$ cat config.mk
export PLATFORM = sky130hd
export DESIGN_NAME = sbi_arith
export DESIGN_NICKNAME = d
export VERILOG_FILES = /design/src/design/sbi_pkg.sv /design/src/design/sbi_arith.sv
export VERILOG_INCLUDE_DIRS = /design/src /design/src/design
export SDC_FILE = /design/constraint.sdc
export NUM_CORES = 2
export LEC_CHECK = 0
export ABC_AREA = 1
export ABC_CLOCK_PERIOD_IN_PS = 23100
export BUFFER_PORTS_ARGS = -buffer_cell sky130_fd_sc_hd__buf_4
export CORE_UTILIZATION = 50
export CTS_CLUSTER_SIZE = 28
export DETAILED_ROUTE_END_ITERATION = 16
export PLACE_DENSITY_LB_ADDON = 0.08
export SYNTH_ARGS = -nofsm -noshare
export SYNTH_HDL_FRONTEND = slang
export SYNTH_SLANG_ARGS = --single-unit
$ cat constraint.sdc
create_clock -name clk -period 23.1 [get_ports clk]
set_clock_uncertainty 0.05 [all_clocks]
set_input_delay 2.31 -clock clk [delete_from_list [all_inputs] [get_ports clk]]
set_output_delay 2.31 -clock clk [all_outputs]
set_load 0.02 [all_outputs]
$ cat src/design/simplex_barycentric_interpolator_unit_defines.svh
// Assertion macros shared by the simplex interpolator modules.
`ifndef SIMPLEX_BARYCENTRIC_INTERPOLATOR_UNIT_DEFINES_SVH
`define SIMPLEX_BARYCENTRIC_INTERPOLATOR_UNIT_DEFINES_SVH

// Same-cycle implication, checked on every rising edge outside reset.
`define SBI_ASSERT_IMP(name, ante, cons, msg) \
  name: assert property (@(posedge clk) disable iff (!rst_n) (ante) |-> (cons)) \
    else $error(msg);

// Next-cycle implication, checked on every rising edge outside reset.
`define SBI_ASSERT_NXT(name, ante, cons, msg) \
  name: assert property (@(posedge clk) disable iff (!rst_n) (ante) |=> (cons)) \
    else $error(msg);

`endif

$ cat src/design/sbi_pkg.sv
// Types, codes and constants shared by the simplex interpolator modules.
package sbi_pkg;

  localparam int COORD_BITS_DEF = 16;
  localparam int VALUE_BITS_DEF = 32;

  localparam int CFG_IDX_BITS  = 2;
  localparam int CFG_DATA_BITS = 63;
  localparam int DET_BITS      = 64;
  localparam int OPB_BITS      = 32;
  localparam int ACC_BITS      = 128;

  localparam logic [CFG_IDX_BITS-1:0] CFG_DIMENSION  = 2'd0;
  localparam logic [CFG_IDX_BITS-1:0] CFG_VOLUME_CUT = 2'd1;
  localparam logic [CFG_IDX_BITS-1:0] CFG_MIN_VOLUME = 2'd2;

  localparam logic ACT_LOAD  = 1'b0;
  localparam logic ACT_QUERY = 1'b1;

  localparam logic [1:0] STAT_VALID      = 2'd0;
  localparam logic [1:0] STAT_DEGENERATE = 2'd1;
  localparam logic [1:0] STAT_TOO_SMALL  = 2'd2;
  localparam logic [1:0] STAT_OUTSIDE    = 2'd3;

  localparam logic [2:0] ARITH_NOP      = 3'd0;
  localparam logic [2:0] ARITH_MUL_LO   = 3'd1;
  localparam logic [2:0] ARITH_MUL_HI   = 3'd2;
  localparam logic [2:0] ARITH_CLR      = 3'd3;
  localparam logic [2:0] ARITH_DIV_INIT = 3'd4;
  localparam logic [2:0] ARITH_DIV_STEP = 3'd5;

  typedef struct packed {
    logic               action;
    logic [1:0]         corner_slot;
    logic signed [15:0] coord_x;
    logic signed [15:0] coord_y;
    logic signed [15:0] coord_z;
    logic signed [31:0] value_x;
    logic signed [31:0] value_y;
    logic signed [31:0] value_z;
  } in_item_t;

  typedef struct packed {
    logic [1:0]         status;
    logic signed [31:0] result_x;
    logic signed [31:0] result_y;
    logic signed [31:0] result_z;
    logic signed [63:0] element_det;
  } out_item_t;

  typedef struct packed {
    logic [2:0]                 op;
    logic signed [DET_BITS-1:0] a;
    logic signed [OPB_BITS-1:0] b;
    logic                       sub;
  } arith_cmd_t;

endpackage

$ cat src/design/sbi_arith.sv
// Shared arithmetic unit: 32x32 multiply-accumulate and restoring divider.
`include "simplex_barycentric_interpolator_unit_defines.svh"

module sbi_arith (
  input  logic                           clk,
  input  logic                           rst_n,
  input  sbi_pkg::arith_cmd_t            cmd,
  input  logic [sbi_pkg::DET_BITS-1:0]   divisor,
  output logic [sbi_pkg::ACC_BITS-1:0]   acc
);
  import sbi_pkg::*;

  logic [DET_BITS-1:0]   mag_a;
  logic [OPB_BITS-1:0]   mag_b;
  logic [31:0]           part;
  logic [63:0]           prod_nxt, prod_r;
  logic                  psh_r, pneg_r, pv_r;
  logic                  is_mul;
  logic [ACC_BITS-1:0]   ext;
  logic [ACC_BITS-1:0]   acc_r, acc_nxt;
  logic [DET_BITS-1:0]   rem_r, rem_nxt;
  logic [DET_BITS:0]     rem_sh;
  logic                  ge;

  always_comb begin
    mag_a    = cmd.a[DET_BITS-1] ? DET_BITS'(-cmd.a) : DET_BITS'(cmd.a);
    mag_b    = cmd.b[OPB_BITS-1] ? OPB_BITS'(-cmd.b) : OPB_BITS'(cmd.b);
    part     = (cmd.op == ARITH_MUL_HI) ? mag_a[63:32] : mag_a[31:0];
    prod_nxt = part * mag_b;
    is_mul   = (cmd.op == ARITH_MUL_LO) || (cmd.op == ARITH_MUL_HI);
    ext      = psh_r ? {32'b0, prod_r, 32'b0} : {64'b0, prod_r};
    rem_sh   = {rem_r, acc_r[ACC_BITS-1]};
    ge       = rem_sh >= {1'b0, divisor};
    acc_nxt  = acc_r;
    rem_nxt  = rem_r;
    case (cmd.op)
      ARITH_CLR: acc_nxt = '0;
      ARITH_DIV_INIT: begin
        acc_nxt = acc_r[ACC_BITS-1] ? ACC_BITS'(-acc_r) : acc_r;
        rem_nxt = '0;
      end
      ARITH_DIV_STEP: begin
        rem_nxt = ge ? DET_BITS'(rem_sh - {1'b0, divisor}) : rem_sh[DET_BITS-1:0];
        acc_nxt = {acc_r[ACC_BITS-2:0], ge};
      end
      default: begin
        if (pv_r) begin
          acc_nxt = pneg_r ? acc_r - ext : acc_r + ext;
        end
      end
    endcase
  end

  always_ff @(posedge clk) begin
    prod_r <= prod_nxt;
    psh_r  <= (cmd.op == ARITH_MUL_HI);
    pneg_r <= cmd.a[DET_BITS-1] ^ cmd.b[OPB_BITS-1] ^ cmd.sub;
    if (!rst_n) begin
      pv_r  <= 1'b0;
      acc_r <= '0;
      rem_r <= '0;
    end else begin
      pv_r  <= is_mul;
      acc_r <= acc_nxt;
      rem_r <= rem_nxt;
    end
  end

  assign acc = acc_r;

  `SBI_ASSERT_NXT(a_prod_follows_mul, is_mul, pv_r, "product stage lost a multiply")
  `SBI_ASSERT_NXT(a_clear_empties, cmd.op == ARITH_CLR, acc_r == '0, "clear left residue")
  `SBI_ASSERT_NXT(a_rem_bounded, cmd.op == ARITH_DIV_STEP && rem_r < divisor, rem_r < $past(divisor), "divider remainder escaped its bound")

endmodule

# Word-level counts from Yosys, hierarchy flattened

Index checks and enable logic that the tools add are counted.

Reductions and logical operators: 4
$add $sub $neg: 6
Equal/unequal tests: 6
$mul: 1
Mux-type cells: 10
Magnitude comparators: 1
Bitwise logic cells: 2

Operators by type and width:

| cell                 | count |
|---|---|
| $mux W128            | 3 |
| $pmux W128 S3        | 1 |
| $add A128 B96 Y128   | 1 |
| $mux W64             | 2 |
| $neg A128 Y128       | 1 |
| $pmux W64 S2         | 1 |
| $sub A128 B96 Y128   | 1 |
| $mux W96             | 1 |
| $ge A65 B64 Y1       | 1 |
| $mul A32 B32 Y64     | 1 |
| $mux W32             | 2 |
| $neg A64 Y64         | 1 |
| $sub A64 B64 Y64     | 1 |
| $neg A32 Y32         | 1 |
| $eq A3 B2 Y1 const B | 2 |
| $eq A3 B3 Y1 const B | 2 |
| $reduce_bool A4 Y1   | 1 |
| $eq A3 B1 Y1 const B | 1 |
| $ne A2 B2 Y1 const B | 1 |
| $reduce_and A2 Y1    | 1 |
| $reduce_bool A2 Y1   | 1 |
| $xor A1 B1 Y1        | 2 |
| $logic_or A1 B1 Y1   | 1 |

Register bits after elaboration: 259
Bits of input ports: 166
Word-level logic and storage cells: 37

# Depth between registers and ports, before layout

Depth after elaboration: 5
Depth in mapped cells: 44
Mapped depth without buffers: 43

# Worst setup path after synthesis

No wires, ideal clock.

Path kind: input port to flip-flop
Start point: in cmd[1] (netlist bit)
End point: reg prod_r[39]
Path slack: 13.042 ns
Setup time: 0.058 ns
Arrival: 9.950 ns
Cell stages on the path: 37
Cell sequence: buf_2 inv_4 ha_1 inv_1 nor3_2 nand2_1 nor2_1 nand3_1 o21ai_1 xor2_2 buf_2 nor2_1 fa_1 inv_1 fa_1 inv_1 fa_1 inv_1 fa_1 inv_1 fa_1 fa_1 fa_1 inv_1 fa_1 inv_1 ha_1 nand2_1 nor2_1 inv_1 nor2_1 inv_1 o21ai_0 o21bai_1 a21oi_1 or2_2 nand2_1

Word-level cells in the longest chain between the ends: 3

Ends and longest elaborated chain:

| what                   | RTL line        | source |
|---|---|---|
| start: declaration     | sbi_arith.sv:7  | `input sbi_pkg::arith_cmd_t cmd,` |
| $neg A32 Y32           | sbi_arith.sv:27 | `mag_b = cmd.b[OPB_BITS-1] ? OPB_BITS'(-cmd.b) : OPB_BITS'(cmd.b);` |
| $mux W32 *             | sbi_arith.sv:27 |  |
| $mul A32 B32 Y64 *     | sbi_arith.sv:29 | `prod_nxt = part * mag_b;` |
| named net prod_nxt[39] | sbi_arith.sv:16 | `logic [63:0] prod_nxt, prod_r;` |
| end signal: assignment | sbi_arith.sv:55 | `prod_r <= prod_nxt;` |
| end: declaration       | sbi_arith.sv:16 |  |

The timed path passes the listed nets; every way through them passes the cells marked *.
A chain may end at the register's enable or synchronous reset.

# Final worst setup path

Start point: in cmd[34] (netlist bit)
End point: reg prod_r[42]

Word-level cells in the longest chain between the ends: 4

Ends and longest elaborated chain:

| what                   | RTL line        | source |
|---|---|---|
| $neg A64 Y64           | sbi_arith.sv:26 | `mag_a = cmd.a[DET_BITS-1] ? DET_BITS'(-cmd.a) : DET_BITS'(cmd.a);` |
| $mux W64 *             | sbi_arith.sv:26 |  |
| $mux W32 *             | sbi_arith.sv:28 | `part = (cmd.op == ARITH_MUL_HI) ? mag_a[63:32] : mag_a[31:0];` |
| $mul A32 B32 Y64 *     | sbi_arith.sv:29 |  |
| named net prod_nxt[42] | sbi_arith.sv:16 |  |

Marked as above.

==> flow_metrics.py <==
metrics = {
    "placed_design": {
        "gp_routability_congestion": 1.11,
        "portBuffers": 293,
        "dp.cells": 14283,
        "place_hpwl_um": 304000,
    },
    "setup_path": {
        "cpMostUsedCell": "fa_1",
        "crit_type": "in -> reg",
        "cp.depth": 37,
        "crit_path_end_kind": "flop",
        "cp.required_ns": 23.53,
        "crit_start": "cmd[34]",
        "r2r_start": "psh_r",
        "crit_slowest_cell": "nand3_1",
        "start_kind": "primary input",
        "crit_family": "adder cells",
        "cp_num_buf_inv": 9,
        "arrival_ns": 12.38,
        "max_stage_delay_ns": 0.79,
        "path_max_fanout": 21,
        "reg2regPathDepth": 28,
    },
    "detailed_routing": {
        "avgRoutedWirePerCell_um": 25.6,
        "drt_wl_total_um": 368000,
        "ant_nets": 0,
        "dr.pass1.iters": 7,
        "initialDrtViolationCount": 11575,
        "vias_per_cell": 5.95,
        "drc": 0,
        "route.vias.total": 85425,
    },
    "clocking": {
        "ctsResizeCount": 0,
        "path_clk_slew_ns": 0.06,
        "h-tree-depth": 2,
        "clk_latency_ns": 0.62,
        "post_cts_buffers": 0,
        "cts_tree": "yes",
        "cts_hold_buf": 0,
        "cts_root_buf": "clkbuf_16",
        "clk_path_buf_depth": 3,
        "cts_sinks": 259,
        "cts_buffers": 35,
    },
    "status": {
        "outcome": "finished with violations",
        "failed_checks": "max-capacitance violations",
    },
    "floorplanning": {
        "dieHeight_um": 389,
        "num_rows": 141,
        "core_um2": 148000,
        "dieArea_um2": 151000,
        "start_util_pct": 50.5,
        "ios": 294,
        "die_x_um": 389,
    },
    "yosys": {
        "async_flop_share_pct": 0,
        "synth-xor-area-share_pct": 2.91,
        "ys_seq_area_share_pct": 6.93,
        "syn_inst": 12293,
        "synth_fp_nets": 13815,
        "synth-seq-cells": 259,
        "synth-simple-area-share_pct": 34.1,
        "synth_top_family_by_area": "simple AND/OR/NAND/NOR gates",
        "synth_mux_area_share_pct": 0,
        "syn_avg_cell_area_um2": 6.08,
        "synth_edf_count": 0,
        "synth_compound_area_share_pct": 9.36,
        "synth_cell_types": 57,
        "synth_area_um2": 74800,
        "synthAdderAreaFrac_pct": 31.7,
        "ys_warn_count": 0,
        "yosys_most_used_dff": "dfxtp_1",
    },
    "global_route": {
        "grt_pass1_wl_um": 536000,
        "grt_max_degree": 101,
        "antenna_found_initial": 25,
        "grt.total_usage_pct": 48.1,
        "grt_pass1_vias": 83381,
        "grt_overflow": 0,
    },
    "sta": {
        "worst_pin_slew_ns": 1.48,
        "finalSetupViolCount": 0,
        "rsz0062_at_grt": "no",
        "fin_crit_sh_pct": 51.7,
        "final.setup.tns_ns": 0,
        "hold_viol_final": 0,
        "slew_headroom_pct": 0.872,
        "drv_slew": 0,
        "fmax_ghz": 0.0837,
        "finalCriticalPeriod_ns": 11.95,
    },
    "worst_hold_path": {
        "hold_class": "reg -> reg",
        "hp-start": "rem_r[30]",
        "min_path_cells": 2,
    },
    "cells_and_area": {
        "drive_gt1_share_pct": 4.85,
        "final_cells": 14361,
        "postLayoutCoreUtil_pct": 54.1,
        "syn2layout_area_growth_pct": 7.09,
        "final_nets": 13912,
    },
    "flow_run": {
        "max-cap-violations": 1,
    },
}
## cell type report
type                    instances  area (um2)
clock buffers                  43         936
diodes                         18        45.0
multi-input cells            9116       58600
repair buffers                399        3000
inverters                    2579        9690
well taps                    1930        2410
fillers                     15334       67900
clock inverters                17         235
flip-flops and latches        259        5190
## routing by layer
layer	vias to the layer above	share of wire, %	global-route usage, %
li1	37680	-	-
met2	6226	40	69.8
met3	1736	14	15.2
met5	-	0.035	0.415
met1	39774	37	59.5
met4	9	9.3	35.9
## path summary, 6_finish.rpt
kind / end / slack [ns]
min: rem_r[30] / 0.44
min reg2reg: rem_r[30] / 0.44
max: prod_r[42] / 11.15
max reg2reg: acc[123] / 16.18
## logic make-up (layout without fill, tap and decap cells)
kind of cell             after synthesis  count (layout)
AND/OR/NAND/NOR                     6205            6205
buffers and inverters               2918            3038
adder cells (fa/ha/maj)             1356            1356
AO/OA/AOI/OAI                       1309            1309
flip-flops                           259             259
XOR/XNOR                             246             246
other                                  0              18
## worst min-delay path, delay by kind of cell, from the launching register on
kind	cells	cell delay (ns)
AND/OR/NAND/NOR	1	0.06
AO/OA/AOI/OAI	1	0.05
flip-flops	1	0.32
## per-stage QoR
| stage | hold slack (ns) | setup WS (ns) | cell area [um2] |
|---|---|---|---|
| after CTS | 0.434 | 11.56 | 80000 |
| after global placement | 0.417 | 11.02 | 78800 |
| after floorplan | 0.407 | 13.04 | 74800 |
| after detailed placement | 0.425 | 10.93 | 78900 |
| final | 0.437 | 11.15 | 80100 |
| after global routing | 0.454 | 10.81 | 80000 |
## placed cells by master, fill, tap and decap left out, drive strengths merged, types with 33 or more instances in the layout
master / n
nand2: 3224
inv: 2567
nor2: 1816
fa: 898
nand3: 729
a21oi: 599
o21ai: 545
ha: 458
buf: 399
dfxtp: 259
nand4: 178
xor2: 172
nor3: 106
nand3b: 92
xnor2: 74
clkbuf: 43
o21bai: 36
a31oi: 33
## sequential cells by signal, indices dropped and copies added (netlist names)
register and cells:
pneg_r 1, psh_r 1, prod_r 64, rem_r 64, pv_r 1, acc 128
## Yosys cell counts (all sizes together), types with 5 or more instances
cell type,count,area [um2]
a21boi,5,37.5
a21o,20,150
a21oi,599,3000
a221oi,9,78.8
a31oi,33,206
a41oi,9,78.8
and2,11,68.8
buf,148,795
clkbuf,191,717
clkinv,12,45.0
dfxtp,259,5180
fa,898,18000
ha,458,5730
inv,2567,9640
nand2,3224,12200
nand3,729,3670
nand3b,92,691
nand4,178,1110
nor2,1816,6880
nor3,106,583
nor4,20,138
o211ai,18,135
o21a,7,52.6
o21ai,545,2780
o21bai,36,270
o22ai,13,81.3
o31ai,6,58.8
or2,21,134
xnor2,74,648
xor2,172,1530
Power is left out: the tool's default activity adds up to more than one toggle a clock period on the data nets, which glitch-free logic cannot reach.
